`src/design/burh_pkg.sv`:
```
// ============================================================================
// burh_pkg: shared definitions for the bounded undo/redo history
// Mode and status codes, register indexes, sequencer states and the
// default values of the top-level parameters.
// ============================================================================
package burh_pkg;

    // Default sizes
    localparam int DEF_HISTORY_DEPTH = 16;
    localparam int DEF_STATE_BITS    = 32;

    // Fixed field widths
    localparam int MODE_W   = 3;
    localparam int STATUS_W = 2;
    localparam int WORD_W   = 32;
    localparam int CAP_W    = 5;
    localparam int INDEX_W  = 4;
    localparam int COUNT_W  = 5;

    // Operation codes carried on the mode field
    localparam logic [MODE_W-1:0] MODE_COMMIT     = 3'd0;
    localparam logic [MODE_W-1:0] MODE_UNDO       = 3'd1;
    localparam logic [MODE_W-1:0] MODE_REDO       = 3'd2;
    localparam logic [MODE_W-1:0] MODE_CLEAR      = 3'd3;
    localparam logic [MODE_W-1:0] MODE_PEEK_UNDO  = 3'd4;
    localparam logic [MODE_W-1:0] MODE_PEEK_REDO  = 3'd5;
    localparam logic [MODE_W-1:0] MODE_RESTART    = 3'd6;

    // Status codes
    localparam logic [STATUS_W-1:0] ST_OK        = 2'd0;
    localparam logic [STATUS_W-1:0] ST_NOT_FOUND = 2'd1;
    localparam logic [STATUS_W-1:0] ST_FAILED    = 2'd2;

    // Configuration register indexes
    localparam logic REG_CAPACITY = 1'b0;
    localparam logic REG_START    = 1'b1;

    // Reset value of the capacity register
    localparam logic [CAP_W-1:0] CAP_RESET = 5'd16;

    // Sequencer states
    typedef enum logic
    {
        S_IDLE,
        S_EXEC
    } seq_state_t;

endpackage

```
`src/design/bounded_undo_redo_history.sv`:
```
// ============================================================================
// bounded_undo_redo_history: current state word with undo and redo stacks
// Two ring buffers in synchronous memories hold the histories; a two-state
// sequencer reads the top entry, then updates the rings and current state.
// ============================================================================
// An item runs as follows: start is taken when busy is low, busy is
// high for the following cycle while the item executes, and the result beat
// is marked by done in the cycle after that, so a new start can be taken in
// that same cycle. This timing is set by the read latency of the
// history memories: the entry to pop or peek is read on the accepting edge
// and used on the next. The receiver cannot stall: status and peek_value are
// valid only while done is high, whereas current_state and the two depth
// outputs always show the state after the last completed item. Both stacks
// come up empty out of reset with no clearing pass. Configuration writes are
// taken in the same cycle; writing the capacity empties both histories.
// ============================================================================
module bounded_undo_redo_history
#(
    parameter int HISTORY_DEPTH = burh_pkg::DEF_HISTORY_DEPTH,
    parameter int STATE_BITS    = burh_pkg::DEF_STATE_BITS
)
(
    input  logic                            clk,
    input  logic                            rst_n,
    // Configuration write port
    input  logic                            cfg_we,
    input  logic                            cfg_index,
    input  logic [burh_pkg::WORD_W-1:0]     cfg_wdata,
    // Command side
    input  logic                            start,
    output logic                            busy,
    input  logic [burh_pkg::MODE_W-1:0]     mode,
    input  logic [burh_pkg::WORD_W-1:0]     new_state,
    input  logic                            reduce_failed,
    input  logic [burh_pkg::INDEX_W-1:0]    history_index,
    // Result side
    output logic                            done,
    output logic [burh_pkg::STATUS_W-1:0]   status,
    output logic [burh_pkg::WORD_W-1:0]     current_state,
    output logic [burh_pkg::WORD_W-1:0]     peek_value,
    output logic [burh_pkg::COUNT_W-1:0]    undo_depth_out,
    output logic [burh_pkg::COUNT_W-1:0]    redo_depth_out
);

    import burh_pkg::*;

    localparam int DEPTH_W = $clog2(HISTORY_DEPTH + 1);
    localparam int SLOT_W  = (HISTORY_DEPTH > 1) ? $clog2(HISTORY_DEPTH) : 1;
    localparam int SUM_W   = DEPTH_W + 1;

    // Slot of the entry at position pos from the oldest, wrapping at cap.
    function automatic logic [SLOT_W-1:0] ring_slot
    (
        input logic [SLOT_W-1:0]  oldest,
        input logic [DEPTH_W-1:0] pos,
        input logic [DEPTH_W-1:0] cap
    );
        logic [SUM_W-1:0] sum;
        sum = SUM_W'(oldest) + SUM_W'(pos);
        if ((cap != '0) && (sum >= SUM_W'(cap)))
        begin
            sum = sum - SUM_W'(cap);
        end
        if (sum >= SUM_W'(HISTORY_DEPTH))
        begin
            sum = '0;
        end
        return sum[SLOT_W-1:0];
    endfunction

    // Configuration registers
    logic [CAP_W-1:0]      cfg_capacity_reg;
    logic [WORD_W-1:0]     cfg_start_reg;

    // Sequencer and control state
    seq_state_t            state_reg;
    seq_state_t            state_next;
    logic                  done_reg;
    logic                  done_next;

    // Architectural state
    logic [STATE_BITS-1:0] current_reg;
    logic [STATE_BITS-1:0] current_next;
    logic [DEPTH_W-1:0]    undo_depth_reg;
    logic [DEPTH_W-1:0]    undo_depth_next;
    logic [DEPTH_W-1:0]    redo_depth_reg;
    logic [DEPTH_W-1:0]    redo_depth_next;
    logic [SLOT_W-1:0]     undo_oldest_reg;
    logic [SLOT_W-1:0]     undo_oldest_next;
    logic [SLOT_W-1:0]     redo_oldest_reg;
    logic [SLOT_W-1:0]     redo_oldest_next;

    // Latched command
    logic [MODE_W-1:0]     mode_reg;
    logic [STATE_BITS-1:0] new_state_reg;
    logic                  failed_reg;
    logic [INDEX_W-1:0]    index_reg;

    // Result registers
    logic [STATUS_W-1:0]   status_reg;
    logic [STATUS_W-1:0]   status_next;
    logic [WORD_W-1:0]     peek_reg;
    logic [WORD_W-1:0]     peek_next;

    // History memories and their ports
    logic [STATE_BITS-1:0] undo_mem [HISTORY_DEPTH];
    logic [STATE_BITS-1:0] redo_mem [HISTORY_DEPTH];
    logic [STATE_BITS-1:0] undo_rdata_reg;
    logic [STATE_BITS-1:0] redo_rdata_reg;
    logic [SLOT_W-1:0]     undo_raddr;
    logic [SLOT_W-1:0]     redo_raddr;
    logic [DEPTH_W-1:0]    undo_rpos;
    logic [DEPTH_W-1:0]    redo_rpos;
    logic                  undo_we;
    logic [SLOT_W-1:0]     undo_waddr;
    logic                  redo_we;
    logic [SLOT_W-1:0]     redo_waddr;

    logic                  accept;
    logic [DEPTH_W-1:0]    eff_cap;

    assign accept = start && (state_reg == S_IDLE);

    // Capacity in force, saturated at the memory depth.
    always_comb
    begin
        if (int'(cfg_capacity_reg) > HISTORY_DEPTH)
        begin
            eff_cap = DEPTH_W'(HISTORY_DEPTH);
        end
        else
        begin
            eff_cap = DEPTH_W'(cfg_capacity_reg);
        end
    end

    // Read addresses: the top entry for a pop, or the entry counted back for a peek.
    always_comb
    begin
        undo_rpos = undo_depth_reg - DEPTH_W'(1);
        redo_rpos = redo_depth_reg - DEPTH_W'(1);
        if (mode == MODE_PEEK_UNDO)
        begin
            undo_rpos = undo_depth_reg - DEPTH_W'(1) - DEPTH_W'(history_index);
        end
        if (mode == MODE_PEEK_REDO)
        begin
            redo_rpos = redo_depth_reg - DEPTH_W'(1) - DEPTH_W'(history_index);
        end
        undo_raddr = ring_slot(undo_oldest_reg, undo_rpos, eff_cap);
        redo_raddr = ring_slot(redo_oldest_reg, redo_rpos, eff_cap);
    end

    // Next state of the sequencer.
    always_comb
    begin
        state_next = state_reg;
        case (state_reg)
            S_IDLE:
            begin
                if (start)
                begin
                    state_next = S_EXEC;
                end
            end
            S_EXEC:
            begin
                state_next = S_IDLE;
            end
            default:
            begin
                state_next = S_IDLE;
            end
        endcase
    end

    // Sequencer outputs.
    always_comb
    begin
        busy      = 1'b0;
        done_next = 1'b0;
        case (state_reg)
            S_IDLE:
            begin
                busy = 1'b0;
            end
            S_EXEC:
            begin
                busy      = 1'b1;
                done_next = 1'b1;
            end
            default:
            begin
                busy = 1'b0;
            end
        endcase
    end

    // Execution: ring updates, memory writes and the result of the item.
    always_comb
    begin
        current_next     = current_reg;
        undo_depth_next  = undo_depth_reg;
        redo_depth_next  = redo_depth_reg;
        undo_oldest_next = undo_oldest_reg;
        redo_oldest_next = redo_oldest_reg;
        status_next      = status_reg;
        peek_next        = peek_reg;
        undo_we          = 1'b0;
        undo_waddr       = undo_oldest_reg;
        redo_we          = 1'b0;
        redo_waddr       = redo_oldest_reg;

        // A capacity write empties both histories.
        if (cfg_we && (cfg_index == REG_CAPACITY))
        begin
            undo_depth_next  = '0;
            redo_depth_next  = '0;
            undo_oldest_next = '0;
            redo_oldest_next = '0;
        end

        if (state_reg == S_EXEC)
        begin
            status_next = ST_OK;
            peek_next   = '0;
            case (mode_reg)
                MODE_COMMIT:
                begin
                    if (failed_reg)
                    begin
                        status_next = ST_FAILED;
                    end
                    else
                    begin
                        // Push current onto undo, dropping the oldest when full.
                        if (eff_cap != '0)
                        begin
                            undo_we = 1'b1;
                            if (undo_depth_reg < eff_cap)
                            begin
                                undo_waddr = ring_slot(undo_oldest_reg, undo_depth_reg, eff_cap);
                                undo_depth_next = undo_depth_reg + DEPTH_W'(1);
                            end
                            else
                            begin
                                undo_waddr = ring_slot(undo_oldest_reg, '0, eff_cap);
                                undo_oldest_next =
                                    ring_slot(undo_oldest_reg, DEPTH_W'(1), eff_cap);
                                undo_depth_next = eff_cap;
                            end
                        end
                        current_next     = new_state_reg;
                        redo_depth_next  = '0;
                        redo_oldest_next = '0;
                    end
                end
                MODE_UNDO:
                begin
                    if (undo_depth_reg == '0)
                    begin
                        status_next = ST_NOT_FOUND;
                    end
                    else
                    begin
                        // Push current onto redo, then take the undo top.
                        if (eff_cap != '0)
                        begin
                            redo_we = 1'b1;
                            if (redo_depth_reg < eff_cap)
                            begin
                                redo_waddr = ring_slot(redo_oldest_reg, redo_depth_reg, eff_cap);
                                redo_depth_next = redo_depth_reg + DEPTH_W'(1);
                            end
                            else
                            begin
                                redo_waddr = ring_slot(redo_oldest_reg, '0, eff_cap);
                                redo_oldest_next =
                                    ring_slot(redo_oldest_reg, DEPTH_W'(1), eff_cap);
                                redo_depth_next = eff_cap;
                            end
                        end
                        undo_depth_next = undo_depth_reg - DEPTH_W'(1);
                        current_next    = undo_rdata_reg;
                    end
                end
                MODE_REDO:
                begin
                    if (redo_depth_reg == '0)
                    begin
                        status_next = ST_NOT_FOUND;
                    end
                    else
                    begin
                        // Push current onto undo, then take the redo top.
                        if (eff_cap != '0)
                        begin
                            undo_we = 1'b1;
                            if (undo_depth_reg < eff_cap)
                            begin
                                undo_waddr = ring_slot(undo_oldest_reg, undo_depth_reg, eff_cap);
                                undo_depth_next = undo_depth_reg + DEPTH_W'(1);
                            end
                            else
                            begin
                                undo_waddr = ring_slot(undo_oldest_reg, '0, eff_cap);
                                undo_oldest_next =
                                    ring_slot(undo_oldest_reg, DEPTH_W'(1), eff_cap);
                                undo_depth_next = eff_cap;
                            end
                        end
                        redo_depth_next = redo_depth_reg - DEPTH_W'(1);
                        current_next    = redo_rdata_reg;
                    end
                end
                MODE_CLEAR:
                begin
                    undo_depth_next  = '0;
                    redo_depth_next  = '0;
                    undo_oldest_next = '0;
                    redo_oldest_next = '0;
                end
                MODE_PEEK_UNDO:
                begin
                    if (int'(index_reg) >= int'(undo_depth_reg))
                    begin
                        status_next = ST_NOT_FOUND;
                    end
                    else
                    begin
                        peek_next = WORD_W'(undo_rdata_reg);
                    end
                end
                MODE_PEEK_REDO:
                begin
                    if (int'(index_reg) >= int'(redo_depth_reg))
                    begin
                        status_next = ST_NOT_FOUND;
                    end
                    else
                    begin
                        peek_next = WORD_W'(redo_rdata_reg);
                    end
                end
                MODE_RESTART:
                begin
                    current_next     = STATE_BITS'(cfg_start_reg);
                    undo_depth_next  = '0;
                    redo_depth_next  = '0;
                    undo_oldest_next = '0;
                    redo_oldest_next = '0;
                end
                default:
                begin
                    status_next = ST_OK;
                end
            endcase
        end
    end

    // Control and architectural state.
    always_ff @(posedge clk or negedge rst_n)
    begin
        if (!rst_n)
        begin
            state_reg        <= S_IDLE;
            done_reg         <= 1'b0;
            current_reg      <= '0;
            undo_depth_reg   <= '0;
            redo_depth_reg   <= '0;
            undo_oldest_reg  <= '0;
            redo_oldest_reg  <= '0;
            cfg_capacity_reg <= CAP_RESET;
            cfg_start_reg    <= '0;
        end
        else
        begin
            state_reg       <= state_next;
            done_reg        <= done_next;
            current_reg     <= current_next;
            undo_depth_reg  <= undo_depth_next;
            redo_depth_reg  <= redo_depth_next;
            undo_oldest_reg <= undo_oldest_next;
            redo_oldest_reg <= redo_oldest_next;
            if (cfg_we && (cfg_index == REG_CAPACITY))
            begin
                cfg_capacity_reg <= cfg_wdata[CAP_W-1:0];
            end
            if (cfg_we && (cfg_index == REG_START))
            begin
                cfg_start_reg <= cfg_wdata;
            end
        end
    end

    // Command and result payload.
    always_ff @(posedge clk)
    begin
        if (accept)
        begin
            mode_reg      <= mode;
            new_state_reg <= STATE_BITS'(new_state);
            failed_reg    <= reduce_failed;
            index_reg     <= history_index;
        end
        status_reg <= status_next;
        peek_reg   <= peek_next;
    end

    // Undo history memory.
    always_ff @(posedge clk)
    begin
        if (undo_we)
        begin
            undo_mem[undo_waddr] <= current_reg;
        end
        if (accept)
        begin
            undo_rdata_reg <= undo_mem[undo_raddr];
        end
    end

    // Redo history memory.
    always_ff @(posedge clk)
    begin
        if (redo_we)
        begin
            redo_mem[redo_waddr] <= current_reg;
        end
        if (accept)
        begin
            redo_rdata_reg <= redo_mem[redo_raddr];
        end
    end

    // Result ports
    assign done           = done_reg;
    assign status         = status_reg;
    assign peek_value     = peek_reg;
    assign current_state  = WORD_W'(current_reg);
    assign undo_depth_out = COUNT_W'(undo_depth_reg);
    assign redo_depth_out = COUNT_W'(redo_depth_reg);

endmodule

```
`config.mk`:
```
export PLATFORM = sky130hd
export DESIGN_NAME = bounded_undo_redo_history
export DESIGN_NICKNAME = d
export VERILOG_FILES = /design/src/design/burh_pkg.sv /design/src/design/bounded_undo_redo_history.sv
export SDC_FILE = /design/constraint.sdc
export NUM_CORES = 2
export LEC_CHECK = 0
export ABC_AREA = 1
export BUFFER_PORTS_ARGS = -buffer_cell sky130_fd_sc_hd__buf_2
export CAP_MARGIN = 10
export CORE_ASPECT_RATIO = 1.2
export CORE_MARGIN = 2
export CORE_UTILIZATION = 55
export CTS_BUF_LIST = sky130_fd_sc_hd__clkbuf_16
export CTS_CLUSTER_DIAMETER = 50
export DETAILED_ROUTE_END_ITERATION = 7
export GPL_TIMING_DRIVEN = 0
export PLACE_DENSITY = 0.72
export SLEW_MARGIN = 10
export SYNTH_ARGS = -nofsm -noshare
export SYNTH_HDL_FRONTEND = slang
export SYNTH_SLANG_ARGS = --single-unit
```
`constraint.sdc`:
```
create_clock -name clk -period 6.84 [get_ports clk]
set_clock_uncertainty 0.2 [all_clocks]
set_input_delay 2.052 -clock clk [delete_from_list [all_inputs] [get_ports clk]]
set_output_delay 2.052 -clock clk [all_outputs]
set_load 0.01 [all_outputs]
```
==> run_results.csv <==
group,metric,value,unit
finish,final_cell_mix,"edfxtp_1 (1162), nand2_1 (906), nand3_1 (900)",
global_route,grt_max_degree,58,
yosys,synth.net_count,5766,
clock_tree,clkTransAtPathRegs,0.06,ns
finish,layout-drive-gt1-share,13.2,%
setup_path,crit_type,"input pin to flop",
placement,port_buffers,154,
global_route,grt_usage,34.6,%
sta,period_share,98.5,%
clock_tree,cts_resized,4,
finish,nets,6116,
sta,period_minus_slack,6.74,ns
global_route,grt_pass1_wl,272000,um
detailed_routing,wl_per_cell,25.5,um
sta,tightest_slew,1.26,ns
setup_path,crit_path_start_kind,"input pin",
setup_path,crit_family,"simple AND/OR/NAND/NOR gates",
global_route,grt_pass1_vias,41656,
placement,placed_area,62800,um2
setup_path,cp.arrival,7.00,ns
sta,slew_violations,0,
setup_path,cp-end-kind,"flop",
yosys,yosys_warnings,0,
status,status,"finished clean",
setup_path,crit_fanout,10,
yosys,synth.avg_cell_area,10.5,um2
detailed_routing,dr.first_iter.drc_count,6030,
setup_path,slowest_stage,"fa_1",
clock_tree,htree_levels,4,
yosys,synth-edff-count,1162,
hold_path,hold_depth,2,
setup_path,regToRegStartpoint,"undo_depth_out[0]$_DFF_PN0_",
floorplanning,initial_core_util,55.3,%
sta,setup-violations-final,0,
finish,layout_commonest_cell,"edfxtp_1",
placement,gp_routability_congestion,1.01,
detailed_routing,drt-total-wl,190000,um
floorplanning,fp.coreArea,106000,um2
yosys,ys_seq_area_share,63.4,%
finish,multiInputGateArea,17600,um2
placement,dp_hpwl,135000,um
clock_tree,cts_tree,"done",
setup_path,r2r_slack,0.24,ns
yosys,ys_ff_latch,1251,
finish,design_area,67200,um2
job,maxCapViolations,0,
floorplanning,die_area,109000,um2
sta,relSlewSlack,15.0,%
yosys,ys.flop_type,"edfxtp_1",
sta,fmax,0.148,GHz
detailed_routing,drc,0,
clock_tree,cts.sinks,1251,
yosys,synth_cell_types,52,
floorplanning,ios,155,
sta,hold_viol_final,0,
sta,fin_hold_ws,0.303,ns
clock_tree,clock_path_buffers,3,
setup_path,critPathBufInv,6,
hold_path,worstHoldStart,"cfg_start_reg[2]$_DFFE_PN0P_",
setup_path,cp_slowest_stage_delay,0.47,ns
global_route,grt-ovfl-total,0,
finish,reg_top3,"redo_mem x512, undo_mem x512",
finish,area_growth,14.7,%
detailed_routing,dr.pass1.iters,7,
floorplanning,die_y,361,um
setup_path,required,7.11,ns
detailed_routing,vias,44355,
floorplanning,row_count,131,
detailed_routing,ant_nets,0,
yosys,netlist_area,58500,um2
yosys,syn_inst,5591,
clock_tree,hold_buffers,0,
clock_tree,cts_buffers,133,
clock_tree,post_cts.repair.setup_buffers,0,
global_route,antenna_found_initial,8,
clock_tree,insertion_delay,0.77,ns
floorplanning,die_x,302,um
detailed_routing,routed_via_density,5.96,
setup_path,reg2regPathDepth,30,
clock_tree,root_buffer,"clkbuf_16",
hold_path,holdPathEnd,"cfg_start_reg[2]$_DFFE_PN0P_",
finish,area.sequential,37200,um2
setup_path,r2r_end,"undo_rdata_reg[14]$_DFFE_PP_",
hold_path,hold_class,"flop to flop",
finish,fillers,8357,
yosys,synthArstFlopShare,7.11,%
[stage by stage]
step           TNS [ns]  std cells  util [%]  setup WS, ns
2_1_floorplan         0       5591         -         0.758
3_3_place_gp   -1214.91       7141      57.7         -1.38
3_5_place_dp     -45.90       7202      59.3         -1.02
4_1_cts               0       7439      63.3        0.0406
5_1_grt         -0.0118       7439      63.4       -0.0102
6_report              0       7440      63.4         0.104
[area by class of cell]
class	instances	area share, %
well taps	1396	2.60
diodes	1	0.00373
multi-input cells	3356	26.2
plain buffers	308	2.51
clock buffers	137	5.11
repair buffers	215	3.30
inverters	676	3.78
clock inverters	100	1.17
flip-flops and latches	1251	55.3
[worst max-delay path by stage]
stage,startpoint,end,slack [ns],depth (start not counted)
floorplan,history_index[0],undo_rdata_reg[20]$_DFFE_PP_,0.76,22
finish,history_index[0],undo_rdata_reg[14]$_DFFE_PP_,0.10,27
detailed placement,history_index[0],undo_rdata_reg[19]$_DFFE_PP_,-1.02,27
global placement,cfg_capacity_reg[4]$_DFFE_PN1P_,redo_mem[4][15]$_DFFE_PP_,-1.38,21
global route,history_index[0],redo_rdata_reg[11]$_DFFE_PP_,-0.01,23
CTS,history_index[0],redo_rdata_reg[10]$_DFFE_PP_,0.04,26
[per-layer routing]
metal  GRT usage [%]  vias up  share of wire [%]
met5               0        -              0.030
met4            18.1        8                5.8
met3            8.67      471                 13
met2            52.0     2752                 44
met1            46.5    21377                 37
li1                -    19747                  -
[Yosys cell counts, types with 6 or more instances]
cell      instances  area [um2]
o211ai_1         30         225
o22ai_1          10        62.6
o31ai_1          15         113
buf_4            21         158
dfrtp_1          88        2200
nand4_1          34         213
edfxtp_1       1162       34900
buf_1             6        22.5
o21ai_0         143         716
fa_1             14         280
nand3b_1        324        2430
nor2_1          644        2420
o221ai_1         12         105
ha_1             84        1050
nand2_2          12        75.1
inv_2            11        41.3
mux2_2           14         158
xnor2_1          13         114
buf_6            22         248
a21oi_1          80         400
buf_2           185         926
a31oi_1           8        50.1
nor3_1            8        40.0
nand2_1         908        3410
inv_1           665        2500
nand3_1         914        4570
clkbuf_1         74         278
xor2_1           27         236
or2_2             7        43.8
[logic make-up after synthesis]
group | share of synthesized area (%)
XOR/XNOR | 0.599
flip-flops | 63.4
adder cells (fa/ha/maj) | 2.27
AND/OR/NAND/NOR | 22.9
buffers and inverters | 7.12
AO/OA/AOI/OAI | 3.39
multiplexers | 0.269
[worst register-to-register path: cells and delay by family (launching register included)]
kind	cells	cell delay, ns
AND/OR/NAND/NOR	16	2.32
adder cells (fa/ha/maj)	4	1.39
buffers and inverters	6	1.06
flip-flops	1	0.61
XOR/XNOR	2	0.39
AO/OA/AOI/OAI	2	0.35
Power is left out: the tool's default activity adds up to more than one toggle a clock period on the data nets, which glitch-free logic cannot reach.
